### config.mk
export PLATFORM = sky130hd
export DESIGN_NAME = multi_axis_dda_step_generator
export DESIGN_NICKNAME = d
export VERILOG_FILES = /design/src/hdl/mdda_pkg.sv /design/src/hdl/mdda_axis.sv /design/src/hdl/multi_axis_dda_step_generator.sv
export SDC_FILE = /design/constraint.sdc
export NUM_CORES = 1
export LEC_CHECK = 0
export BUFFER_PORTS_ARGS = -buffer_cell sky130_fd_sc_hd__buf_2
export CAP_MARGIN = 30
export CORE_MARGIN = 5
export CORE_UTILIZATION = 39
export CTS_BUF_LIST = sky130_fd_sc_hd__clkbuf_2 sky130_fd_sc_hd__clkbuf_4 sky130_fd_sc_hd__clkbuf_8
export CTS_CLUSTER_DIAMETER = 150
export DETAILED_ROUTE_END_ITERATION = 8
export GPL_TIMING_DRIVEN = 0
export PLACE_DENSITY_LB_ADDON = 0.1
export REMOVE_ABC_BUFFERS = 1
export SYNTH_ARGS = -nofsm -noshare
export SYNTH_HDL_FRONTEND = slang
export SYNTH_HIERARCHICAL = 1
export SYNTH_SLANG_ARGS = --single-unit
### constraint.sdc
create_clock -name clk -period 6.8 [get_ports clk]
set_clock_uncertainty 0.15 [all_clocks]
set_input_delay 1.36 -clock clk [delete_from_list [all_inputs] [get_ports clk]]
set_output_delay 1.36 -clock clk [all_outputs]
set_load 0.05 [all_outputs]
### src/hdl/mdda_pkg.sv
package mdda_pkg;

    // built axis count and the axes carried by the stream fields
    localparam int MAX_AXES = 4;
    localparam int IO_AXES  = 4;

    // field widths
    localparam int KIND_W   = 2;
    localparam int STEPS_W  = 17;
    localparam int FLAGS_W  = 8;
    localparam int TICKS_W  = 16;
    localparam int ACC_W    = 17;
    localparam int POS_W    = 32;
    localparam int AXCNT_W  = 3;
    localparam int MASK_W   = 4;

    // stream payload widths, padded to whole bytes
    localparam int IN_BITS       = IO_AXES * STEPS_W + FLAGS_W;
    localparam int IN_TDATA_W    = ((IN_BITS + 7) / 8) * 8;
    localparam int OUT_BITS      = MASK_W + 2 + FLAGS_W + IO_AXES * POS_W;
    localparam int OUT_TDATA_W   = ((OUT_BITS + 7) / 8) * 8;

    // result field offsets
    localparam int OUT_ACC_BIT   = MASK_W;
    localparam int OUT_RUN_BIT   = MASK_W + 1;
    localparam int OUT_FLAGS_LSB = MASK_W + 2;
    localparam int OUT_POS_LSB   = MASK_W + 2 + FLAGS_W;

    // apb
    localparam int ADDR_W = 3;
    localparam int DATA_W = 32;

    // register reset values
    localparam logic [AXCNT_W-1:0] AXIS_COUNT_RST    = AXCNT_W'(4);
    localparam logic [TICKS_W-1:0] SEGMENT_TICKS_RST = TICKS_W'(1000);

    // register index, taken from paddr[2]
    localparam logic REG_AXIS_COUNT    = 1'b0;
    localparam logic REG_SEGMENT_TICKS = 1'b1;

    typedef enum logic [KIND_W-1:0] {
        KIND_TICK   = 2'd0,
        KIND_LOAD   = 2'd1,
        KIND_CLEAR  = 2'd2,
        KIND_UNUSED = 2'd3
    } kind_t;

    // per-axis commands for one beat
    typedef struct packed {
        logic tick;
        logic load;
        logic clear;
    } axis_ctrl_t;

endpackage

### src/hdl/mdda_axis.sv
module mdda_axis (
    input  logic                              clk,
    input  logic                              rst_n,
    input  mdda_pkg::axis_ctrl_t              ctrl,
    input  logic [mdda_pkg::STEPS_W-1:0]      steps,
    input  logic [mdda_pkg::TICKS_W-1:0]      segment_ticks,
    output logic                              range_ok,
    output logic                              step,
    output logic [mdda_pkg::POS_W-1:0]        position
);
    import mdda_pkg::*;

    logic [ACC_W-1:0]   acc_reg, acc_next;
    logic [TICKS_W-1:0] rate_reg, rate_next;
    logic [POS_W-1:0]   pos_reg, pos_next;
    logic               dir_reg, dir_next;

    logic [STEPS_W-1:0] magnitude;
    logic [ACC_W-1:0]   limit;
    logic [ACC_W-1:0]   sum;

    // magnitude of the signed step count and range check against T
    assign magnitude = steps[STEPS_W-1] ? (~steps + STEPS_W'(1)) : steps;
    assign limit     = {{(ACC_W-TICKS_W){1'b0}}, segment_ticks};
    assign range_ok  = (ACC_W'(magnitude) <= limit);

    // accumulate, wrap at 17 bits
    assign sum  = acc_reg + {{(ACC_W-TICKS_W){1'b0}}, rate_reg};
    assign step = ctrl.tick && (sum >= limit);

    // next state
    always_comb
    begin
        acc_next  = acc_reg;
        rate_next = rate_reg;
        pos_next  = pos_reg;
        dir_next  = dir_reg;
        if (ctrl.tick)
        begin
            acc_next = step ? (sum - limit) : sum;
            if (step)
            begin
                pos_next = dir_reg ? (pos_reg + POS_W'(1)) : (pos_reg - POS_W'(1));
            end
        end
        if (ctrl.load)
        begin
            if (steps != '0)
            begin
                dir_next = ~steps[STEPS_W-1];
            end
            rate_next = magnitude[TICKS_W-1:0];
            acc_next  = {{(ACC_W-TICKS_W+1){1'b0}}, segment_ticks[TICKS_W-1:1]};
        end
        if (ctrl.clear)
        begin
            rate_next = '0;
        end
    end

    // axis state registers
    always_ff @(posedge clk or negedge rst_n)
    begin
        if (!rst_n)
        begin
            acc_reg  <= '0;
            rate_reg <= '0;
            pos_reg  <= '0;
            dir_reg  <= 1'b1;
        end
        else
        begin
            acc_reg  <= acc_next;
            rate_reg <= rate_next;
            pos_reg  <= pos_next;
            dir_reg  <= dir_next;
        end
    end

    assign position = pos_reg;

endmodule

### src/hdl/multi_axis_dda_step_generator.sv
// an accepted beat is held in the input stage registers, then its result is registered in the result stage
// throughput: one item per cycle, held back only while the result beat is not taken
// each item is handled in one pass through the per-axis add, compare and subtract
// reset: asynchronous, active low; clears positions, accumulators, rates and the segment,
// sets all direction bits and loads axis_count 4 and segment_ticks 1000
module multi_axis_dda_step_generator (
    input  logic                                clk,
    input  logic                                rst_n,
    // input beats
    input  logic                                s_tvalid,
    output logic                                s_tready,
    // steps_axis0, steps_axis1, steps_axis2, steps_axis3, segment_flags, zero pad
    input  logic [mdda_pkg::IN_TDATA_W-1:0]     s_tdata,
    // kind
    input  logic [mdda_pkg::KIND_W-1:0]         s_tuser,
    // result beats
    output logic                                m_tvalid,
    input  logic                                m_tready,
    // step_mask, load_accepted, segment_running, current_flags,
    // position_axis0, position_axis1, position_axis2, position_axis3, zero pad
    output logic [mdda_pkg::OUT_TDATA_W-1:0]    m_tdata,
    // configuration
    input  logic                                psel,
    input  logic                                penable,
    input  logic                                pwrite,
    input  logic [mdda_pkg::ADDR_W-1:0]         paddr,
    input  logic [mdda_pkg::DATA_W-1:0]         pwdata,
    output logic [mdda_pkg::DATA_W-1:0]         prdata,
    output logic                                pready
);
    import mdda_pkg::*;

    // configuration registers
    logic [AXCNT_W-1:0] axis_count_reg;
    logic [TICKS_W-1:0] seg_ticks_reg;

    // input stage
    logic                  in_valid_reg, in_valid_next;
    logic [KIND_W-1:0]     in_kind_reg;
    logic [IN_BITS-1:0]    in_data_reg;

    // segment state
    logic [TICKS_W-1:0] tick_reg, tick_next;
    logic               active_reg, active_next;
    logic [FLAGS_W-1:0] flags_reg, flags_next;

    // result stage
    logic               out_valid_reg, out_valid_next;
    logic [MASK_W-1:0]  mask_reg;
    logic               accepted_reg, accepted_next;
    logic               running_reg, running_next;

    logic               accept;
    logic               fire;
    logic               running_now;
    logic               all_ok;
    logic               do_tick, do_load, do_clear;
    kind_t              kind;

    logic [MAX_AXES-1:0] used;
    logic [MAX_AXES-1:0] range_ok;
    logic [MAX_AXES-1:0] step_bits;
    logic [POS_W-1:0]    positions [MAX_AXES];
    logic [MASK_W-1:0]   mask_next;

    // handshake: take a beat while the stage is empty or moving on
    assign fire     = in_valid_reg && (!out_valid_reg || m_tready);
    assign s_tready = !in_valid_reg || fire;
    assign accept   = s_tvalid && s_tready;

    assign in_valid_next  = accept ? 1'b1 : (fire ? 1'b0 : in_valid_reg);
    assign out_valid_next = fire ? 1'b1 : (m_tready ? 1'b0 : out_valid_reg);

    // apb register file
    assign pready = 1'b1;

    always_comb
    begin
        unique case (paddr[2])
            REG_AXIS_COUNT:    prdata = DATA_W'(axis_count_reg);
            REG_SEGMENT_TICKS: prdata = DATA_W'(seg_ticks_reg);
            default:           prdata = '0;
        endcase
    end

    always_ff @(posedge clk or negedge rst_n)
    begin
        if (!rst_n)
        begin
            axis_count_reg <= AXIS_COUNT_RST;
            seg_ticks_reg  <= SEGMENT_TICKS_RST;
        end
        else if (psel && penable && pwrite && pready)
        begin
            unique case (paddr[2])
                REG_AXIS_COUNT:    axis_count_reg <= pwdata[AXCNT_W-1:0];
                REG_SEGMENT_TICKS: seg_ticks_reg  <= pwdata[TICKS_W-1:0];
                default:           ;
            endcase
        end
    end

    // segment control for the beat in the input stage
    assign kind        = kind_t'(in_kind_reg);
    assign running_now = active_reg && (tick_reg < seg_ticks_reg);
    assign all_ok      = &(range_ok | ~used);

    always_comb
    begin
        tick_next     = tick_reg;
        active_next   = active_reg;
        flags_next    = flags_reg;
        accepted_next = 1'b0;
        do_tick       = 1'b0;
        do_load       = 1'b0;
        do_clear      = 1'b0;
        case (kind)
            KIND_TICK:
            begin
                if (running_now)
                begin
                    do_tick   = 1'b1;
                    tick_next = tick_reg + TICKS_W'(1);
                end
            end
            KIND_LOAD:
            begin
                if (all_ok)
                begin
                    do_load       = 1'b1;
                    tick_next     = '0;
                    active_next   = 1'b1;
                    flags_next    = in_data_reg[IO_AXES*STEPS_W +: FLAGS_W];
                    accepted_next = 1'b1;
                end
            end
            KIND_CLEAR:
            begin
                do_clear    = 1'b1;
                tick_next   = '0;
                active_next = 1'b0;
                flags_next  = '0;
            end
            default:
            begin
            end
        endcase
        running_next = active_next && (tick_next < seg_ticks_reg);
    end

    // axis units
    for (genvar g = 0; g < MAX_AXES; g++)
    begin : g_axis
        axis_ctrl_t         ctrl;
        logic [STEPS_W-1:0] axis_steps;

        assign used[g]    = (axis_count_reg > AXCNT_W'(g));
        assign ctrl.tick  = fire && do_tick && used[g];
        assign ctrl.load  = fire && do_load && used[g];
        assign ctrl.clear = fire && do_clear;

        if (g < IO_AXES)
        begin : g_io
            assign axis_steps = in_data_reg[g*STEPS_W +: STEPS_W];
        end
        else
        begin : g_zero
            assign axis_steps = '0;
        end

        mdda_axis u_axis (
            .clk           (clk),
            .rst_n         (rst_n),
            .ctrl          (ctrl),
            .steps         (axis_steps),
            .segment_ticks (seg_ticks_reg),
            .range_ok      (range_ok[g]),
            .step          (step_bits[g]),
            .position      (positions[g])
        );
    end

    assign mask_next = MASK_W'(step_bits);

    // input stage registers
    always_ff @(posedge clk or negedge rst_n)
    begin
        if (!rst_n)
        begin
            in_valid_reg <= 1'b0;
        end
        else
        begin
            in_valid_reg <= in_valid_next;
        end
    end

    always_ff @(posedge clk)
    begin
        if (accept)
        begin
            in_kind_reg <= s_tuser;
            in_data_reg <= s_tdata[IN_BITS-1:0];
        end
    end

    // segment state and result registers
    always_ff @(posedge clk or negedge rst_n)
    begin
        if (!rst_n)
        begin
            tick_reg      <= '0;
            active_reg    <= 1'b0;
            flags_reg     <= '0;
            out_valid_reg <= 1'b0;
        end
        else
        begin
            out_valid_reg <= out_valid_next;
            if (fire)
            begin
                tick_reg   <= tick_next;
                active_reg <= active_next;
                flags_reg  <= flags_next;
            end
        end
    end

    always_ff @(posedge clk)
    begin
        if (fire)
        begin
            mask_reg     <= mask_next;
            accepted_reg <= accepted_next;
            running_reg  <= running_next;
        end
    end

    // result beat; positions and flags only change when the next result is made
    always_comb
    begin
        m_tdata                               = '0;
        m_tdata[MASK_W-1:0]                   = mask_reg;
        m_tdata[OUT_ACC_BIT]                  = accepted_reg;
        m_tdata[OUT_RUN_BIT]                  = running_reg;
        m_tdata[OUT_FLAGS_LSB +: FLAGS_W]     = flags_reg;
        for (int i = 0; i < IO_AXES; i++)
        begin
            if (i < MAX_AXES)
            begin
                m_tdata[OUT_POS_LSB + i*POS_W +: POS_W] = positions[i];
            end
        end
    end

    assign m_tvalid = out_valid_reg;

endmodule

== Word level (Yosys, flattened, before mapping) ==
Cells that the tools add are included.
Operators by class
  reductions and logical operators: 53
  $add $sub $neg: 21
  order comparisons: 14
  muxes and demuxes: 45
  eq/ne operators: 3
  bitwise gates (word level): 11
Operators by type and width (number)
  $mux W17: 16
  $mux W16: 10
  $add A32 B1 Y32 const B: 4
  $mux W32: 4
  $sub A32 B1 Y32 const B: 4
  $add A17 B1 Y17 const B: 4
  $add A17 B16 Y17: 4
  $ge A17 B16 Y1: 4
  $le A17 B16 Y1: 4
  $not A17 Y17: 4
  $reduce_bool A17 Y1: 4
  $sub A17 B16 Y17: 4
  $pmux W32 S2: 1
  $pmux W16 S3: 1
  $lt A16 B16 Y1: 2
  $reduce_bool A2 Y1: 11
  $logic_and A1 B1 Y1: 21
  $reduce_and A2 Y1: 10
  $add A16 B1 Y16 const B: 1
  $pmux W8 S2: 1
  $mux W1: 10
  $mux W8: 1
  $gt A3 B1 Y1 const B: 2
  $gt A3 B2 Y1 const B: 2
  12 further kinds: 18
Storage, ports and cells
  output and inout port bits: 179
  register bits after elaboration: 394
  input bits: 124
  word-level logic and storage cells: 175

== Longest topological paths before layout ==
  word-level depth: 12
  gate-level depth with buffers: 30
  depth with buffers taken out: 28

== Cells and area by module ==
The synthesis kept the hierarchy.
Modules (own cells, without submodules)
  mdda_axis at g_axis[1].u_axis ...: area each 6404.9 um2, seq. area each 1652.8 um2, cells an instance 767, times used 2
  mdda_axis at g_axis[0].u_axis: area each 6861.6 um2, seq. area each 1652.8 um2, cells an instance 772, times used 1
  multi_axis_dda_step_generator: area each 6334.8 um2, seq. area each 3682.3 um2, cells an instance 502, times used 1
  mdda_axis at g_axis[3].u_axis: area each 6233.5 um2, seq. area each 1652.8 um2, cells an instance 736, times used 1

== Least setup slack after synthesis ==
Ideal clock, no wire load.
  path kind: register to register
  start: register in_data_reg[56]
  end: register g_axis[0].u_axis.rate_reg[0]
  clock period less this slack: 5885 ps
  buffers on the path: 3
  setup slack: 915 ps
  setup time: 132 ps
  cell stages (with the launch flop): 24
  required time: 6518 ps
  arrival time: 5603 ps
  path through: edfxtp_1 > or4_4 > or3_1 > or3_1 > or3_1 > nor3_1 > nor2_1 > xor2_1 > ha_1 > nand4_1 > or4_1 > o2bb2ai_1 > a31oi_1 > nand2_1 > o21ai_0 > a21oi_1 > o21ai_0 > nand3_1 > buf_1 > nor2_1 > buf_1 > buf_1 > mux2i_1 > nor2_1
RTL lines
  start, declared: RTL line multi_axis_dda_step_generator.sv:40  | logic [IN_BITS-1:0] in_data_reg;
  start signal, assigned: RTL line multi_axis_dda_step_generator.sv:203  | in_data_reg <= s_tdata[IN_BITS-1:0];
  end signal, assigned: RTL line mdda_axis.sv:74  | rate_reg <= rate_next;
  end, declared: RTL line mdda_axis.sv:14  | logic [TICKS_W-1:0] rate_reg, rate_next;

== Final worst setup path ==
  start: register in_data_reg[57]
  end: register running_reg, data pin
Between the ends
  longest elaborated chain between the ends: 10
  elaborated cells on any way between the ends: 12
  classes of those cells: add/sub: 1; order compare: 2; mux: 5; bitwise: 2; reduce/logical: 2
RTL lines
  $not A17 Y17: RTL line mdda_axis.sv:23  | assign magnitude = steps[STEPS_W-1] ? (~steps + STEPS_W'(1)) : steps;
  $add A17 B1 Y17: RTL line mdda_axis.sv:23
  $mux W17 (*): RTL line mdda_axis.sv:23
  $le A17 B16 Y1 (*): RTL line mdda_axis.sv:25  | assign range_ok = (ACC_W'(magnitude) <= limit);
  via range_ok[3]: RTL line multi_axis_dda_step_generator.sv:61  | logic [MAX_AXES-1:0] range_ok;
  $or A4 B4 Y4 (*): RTL line multi_axis_dda_step_generator.sv:106  | assign all_ok = &(range_ok | ~used);
  $reduce_and A4 Y1 (*): RTL line multi_axis_dda_step_generator.sv:106
  $mux W16 (*): RTL line multi_axis_dda_step_generator.sv:128  | if (all_ok)
  $pmux W16 S3 (*): RTL line multi_axis_dda_step_generator.sv:117  | case (kind)
  via tick_next[13]: RTL line multi_axis_dda_step_generator.sv:43  | logic [TICKS_W-1:0] tick_reg, tick_next;
  $lt A16 B16 Y1 (*): RTL line multi_axis_dda_step_generator.sv:148  | running_next = active_next && (tick_next < seg_ticks_reg);
  $logic_and A1 B1 Y1 (*): RTL line multi_axis_dda_step_generator.sv:148
  via running_next: RTL line multi_axis_dda_step_generator.sv:51  | logic running_reg, running_next;
  end signal, assigned: RTL line multi_axis_dda_step_generator.sv:235  | running_reg <= running_next;
  end, declared: RTL line multi_axis_dda_step_generator.sv:51
Mark *: on every way through the listed nets, which the timed path passes. The rest lies on a longest branch.
A chain may end at the register's enable or synchronous reset.

==> metrics.md <==
| Metric | Value |
|---|---|
| Ys async rst share | between 70 and 80% |
| Leakage | about 18 nW |
| Final hold vios | 0 |
| Core ar. | 82000 um^2 |
| Synth cell types | 103 |
| Via count of the first global-routing pass | 26500 |
| Die W | slightly below 300 um |
| Final max-slew violation count | 0 |
| Total gr overflow | 0 |
| First DRT Iteration DRCs | 1264 |
| Status | finished, final reports clean |
| Hold buffer count at cts | 0 |
| Post-Syn Area | 32200 um^2 |
| Initial Utilization | slightly below 40% |
| Largest net degree at the start of global routing | 93 |
| Post-synth EDFFs | 84 |
| Final setup vio count | 0 |
| Port Buffer Count | between 200 and 300 |
| Vias | approximately 27000 |
| Initial antenna violation count | 1 |
| Post-DP HPWL | between 60000 and 70000 um |
| Worst EP required | between 7 and 8 ns |
| PnR worst setup slack | approximately 0.11 ns |
| Crit. End Element | flip-flop |
| Die area | ~89000 um^2 |
| Slew at the pin with the worst max-slew slack | 1.02 ns |
| # IOs | approximately 300 |
| Chip Height | slightly below 300 um |
| Maximum vdd drop | roughly 0.00025 V |
| Rel. slew slack | between 30% and 40% |
| Syn. warnings | 6 |
| Startpoint Class | flip-flop |
| Fill cells | approximately 8100 |
| Fin cells | 4941 |
| Cell area power density | around 520 nW/um^2 |
| Top FF cell, synth | dfrtp_1 |
| Vias/cell | 5.46 |
| Num rows | ~110 |
| CTS tree | done |
| Worst-path clk slew | about 0.060 ns |
| RePlAce Congestion | ~0.87 |
| Placed Cells | roughly 4800 |
| Drt first pass iters | 5 |
| Crit Path Category | reg2reg |
| Register bit total from synthesis | just under 400 |
| Max clock buf depth | 3 |
| Top-count cell post-synth | ha_1 |
| Synth cell count leaders | ha_1, dfrtp_1, nand2_1 |
| Area of the multi-input gates | around 21000 um^2 |
| Cell accounting for the most synthesized area | dfrtp_1 |
| Cells after synthesis | ~3500 |
| Max_cap viols | 0 |
| Syn Area/Cell | around 9 um^2 |
| GRT Total Usage | 20.4% |
| Area grow syn2layout | 13.8% |
| H-tree levels | 3 |
| Residual DRC | 0 |
| Max FFs per register | roughly 130 |
| CP arrival | around 7.0 ns |
| Sequential area share after synthesis | a little under a third |
| Final ANT Viol Nets | 0 |
| Post-placement setup slack | -1.18 ns |
| FF+latch area | 10300 um^2 |
| Aggregate routed wire length | approximately 93000 um |
| RSZ-0062 raised after global routing | true |
| Synth top area cells | dfrtp_1, ha_1, edfxtp_1, xnor2_1, o21ai_0 |
| Worst skew pair latency | about 0.69 ns |
| Top-area cell type share of the netlist area | a little under a quarter |
| Hold Path Class | reg2reg |
| Final period utilization | between 90 and 100% |
| Root Driver | clkbuf_8 |
| Share of cells above drive strength 1 | between 10% and 20% |
| F_max | around 150 MHz |
| First-pass GRT wire length | around 150000 um |
| Num CTS Buffers | slightly below 80 |
| Routed WL per cell | ~19 um |
| Max FO, Critical Path | 7 |
| Min Tclk post-route | roughly 6.7 ns |
| Sink Count | roughly 400 |
| Nets | between 4000 and 5000 |
routing by layer:
layer / vias up / GRT usage, % / routed length [um]
li1: 13500 / - / -
met1: 12900 / 27.5 / 43600
met2: 447 / 34.9 / 44100
met3: 120 / 2.62 / 3180
met4: 0 / 5.17 / 2150
met5: - / 0 / 0
power breakdown:
part / switching [W] / internal [W]
sequential: 0.000720 / 0.00313
combinational: 0.00765 / 0.00504
clock: 0.00114 / 0.00152
area by class of cell:
class                           instances  share of cell area [%]
Antenna cell                            2                  0.0136
Clock buffer                          127                    4.34
Clock inverter                         17                   0.365
Inverter                              185                    1.90
Multi-Input combinational cell       2850                    56.4
Sequential cell                       394                    28.1
Tap cell                             1070                    3.65
Timing Repair Buffer                  295                    5.25
Timing Repair inverter                  1                  0.0205
critical path: stages, from the launching register on:
cell and delay (ns):
edfxtp_1 0.41, or4_4 0.55, or3_1 0.35, or3_1 0.35, or3_1 0.39, nor3_1 0.15
nor2_1 0.07, xor2_1 0.19, ha_1 0.34, nand4_1 0.08, or4_4 0.58, o2bb2ai_1 0.19
a31oi_4 0.26, nand2_1 0.09, o21ai_1 0.16, a211oi_2 0.12, or2_4 0.33, a211o_1 0.31
ha_1 0.29, and3_1 0.19, nand4_1 0.16, a21oi_1 0.12, a211oi_2 0.16, o221ai_1 0.17
a311oi_2 0.29
logic make-up after synthesis:
group	synth area share, %
adders and majority gates	14.4
muxes	5.84
buffers and inverters	4.43
other	0.0233
and+or+nand+nor	15.0
xor gates and xnor gates	7.14
AOI/OAI and AO/OA	21.2
DFF	31.9
stage by stage:
step	total power [W]	TNS (ns)	cell area [um^2]	util (%)	hold WS, ns
floorplan	0.0136	-15.90	31600	-	0.313
global placement	0.0164	-1062.38	34200	41.7	0.301
detailed placement	0.0165	-52.12	34800	42.4	0.309
CTS	0.0193	0	36600	44.7	0.318
global route	0.0210	-0.282	36700	44.8	0.338
finish	0.0192	0	36700	44.8	0.312
what timing repair did:
action                                  in CTS  in global routing
gates resized for setup                     13                  4
pin swaps                                    5                  3
setup buffers                                8                  3
endpoints found under the setup margin     103                 20
cloned                                       1                  1
final timing paths:
path	slack, ns	cells past startpoint	endpoint	start
setup / recovery	0.11	24	running_reg	in_data_reg[57]
hold / removal	0.31	1	g_axis[2].u_axis/position[31]	g_axis[2].u_axis/position[31]
setup reg to reg	0.11	24	running_reg	in_data_reg[57]
hold reg to reg	0.31	1	g_axis[2].u_axis/position[31]	g_axis[2].u_axis/position[31]
max in group asynchronous	5.13	2	seg_ticks_reg[6]	rst_n
min in group asynchronous	0.46	1	g_axis[3].u_axis/position[5]	rst_n
cell usage in the layout, fill, tap and decap left out, types with 36 or more instances in the layout:
cell type / instances
a21o_1: 116
a21oi_1: 239
buf_2: 260
clkbuf_8: 102
dfrtp_1: 299
edfxtp_1: 84
ha_1: 351
inv_1: 183
mux2_2: 36
mux2i_1: 107
nand2_1: 270
nand2b_1: 55
nand3_1: 91
nand4_1: 45
nor2_1: 251
nor3_1: 58
o21a_1: 54
o21ai_0: 258
xnor2_1: 167
xor2_1: 96
(Power assumes the default switching activity.)
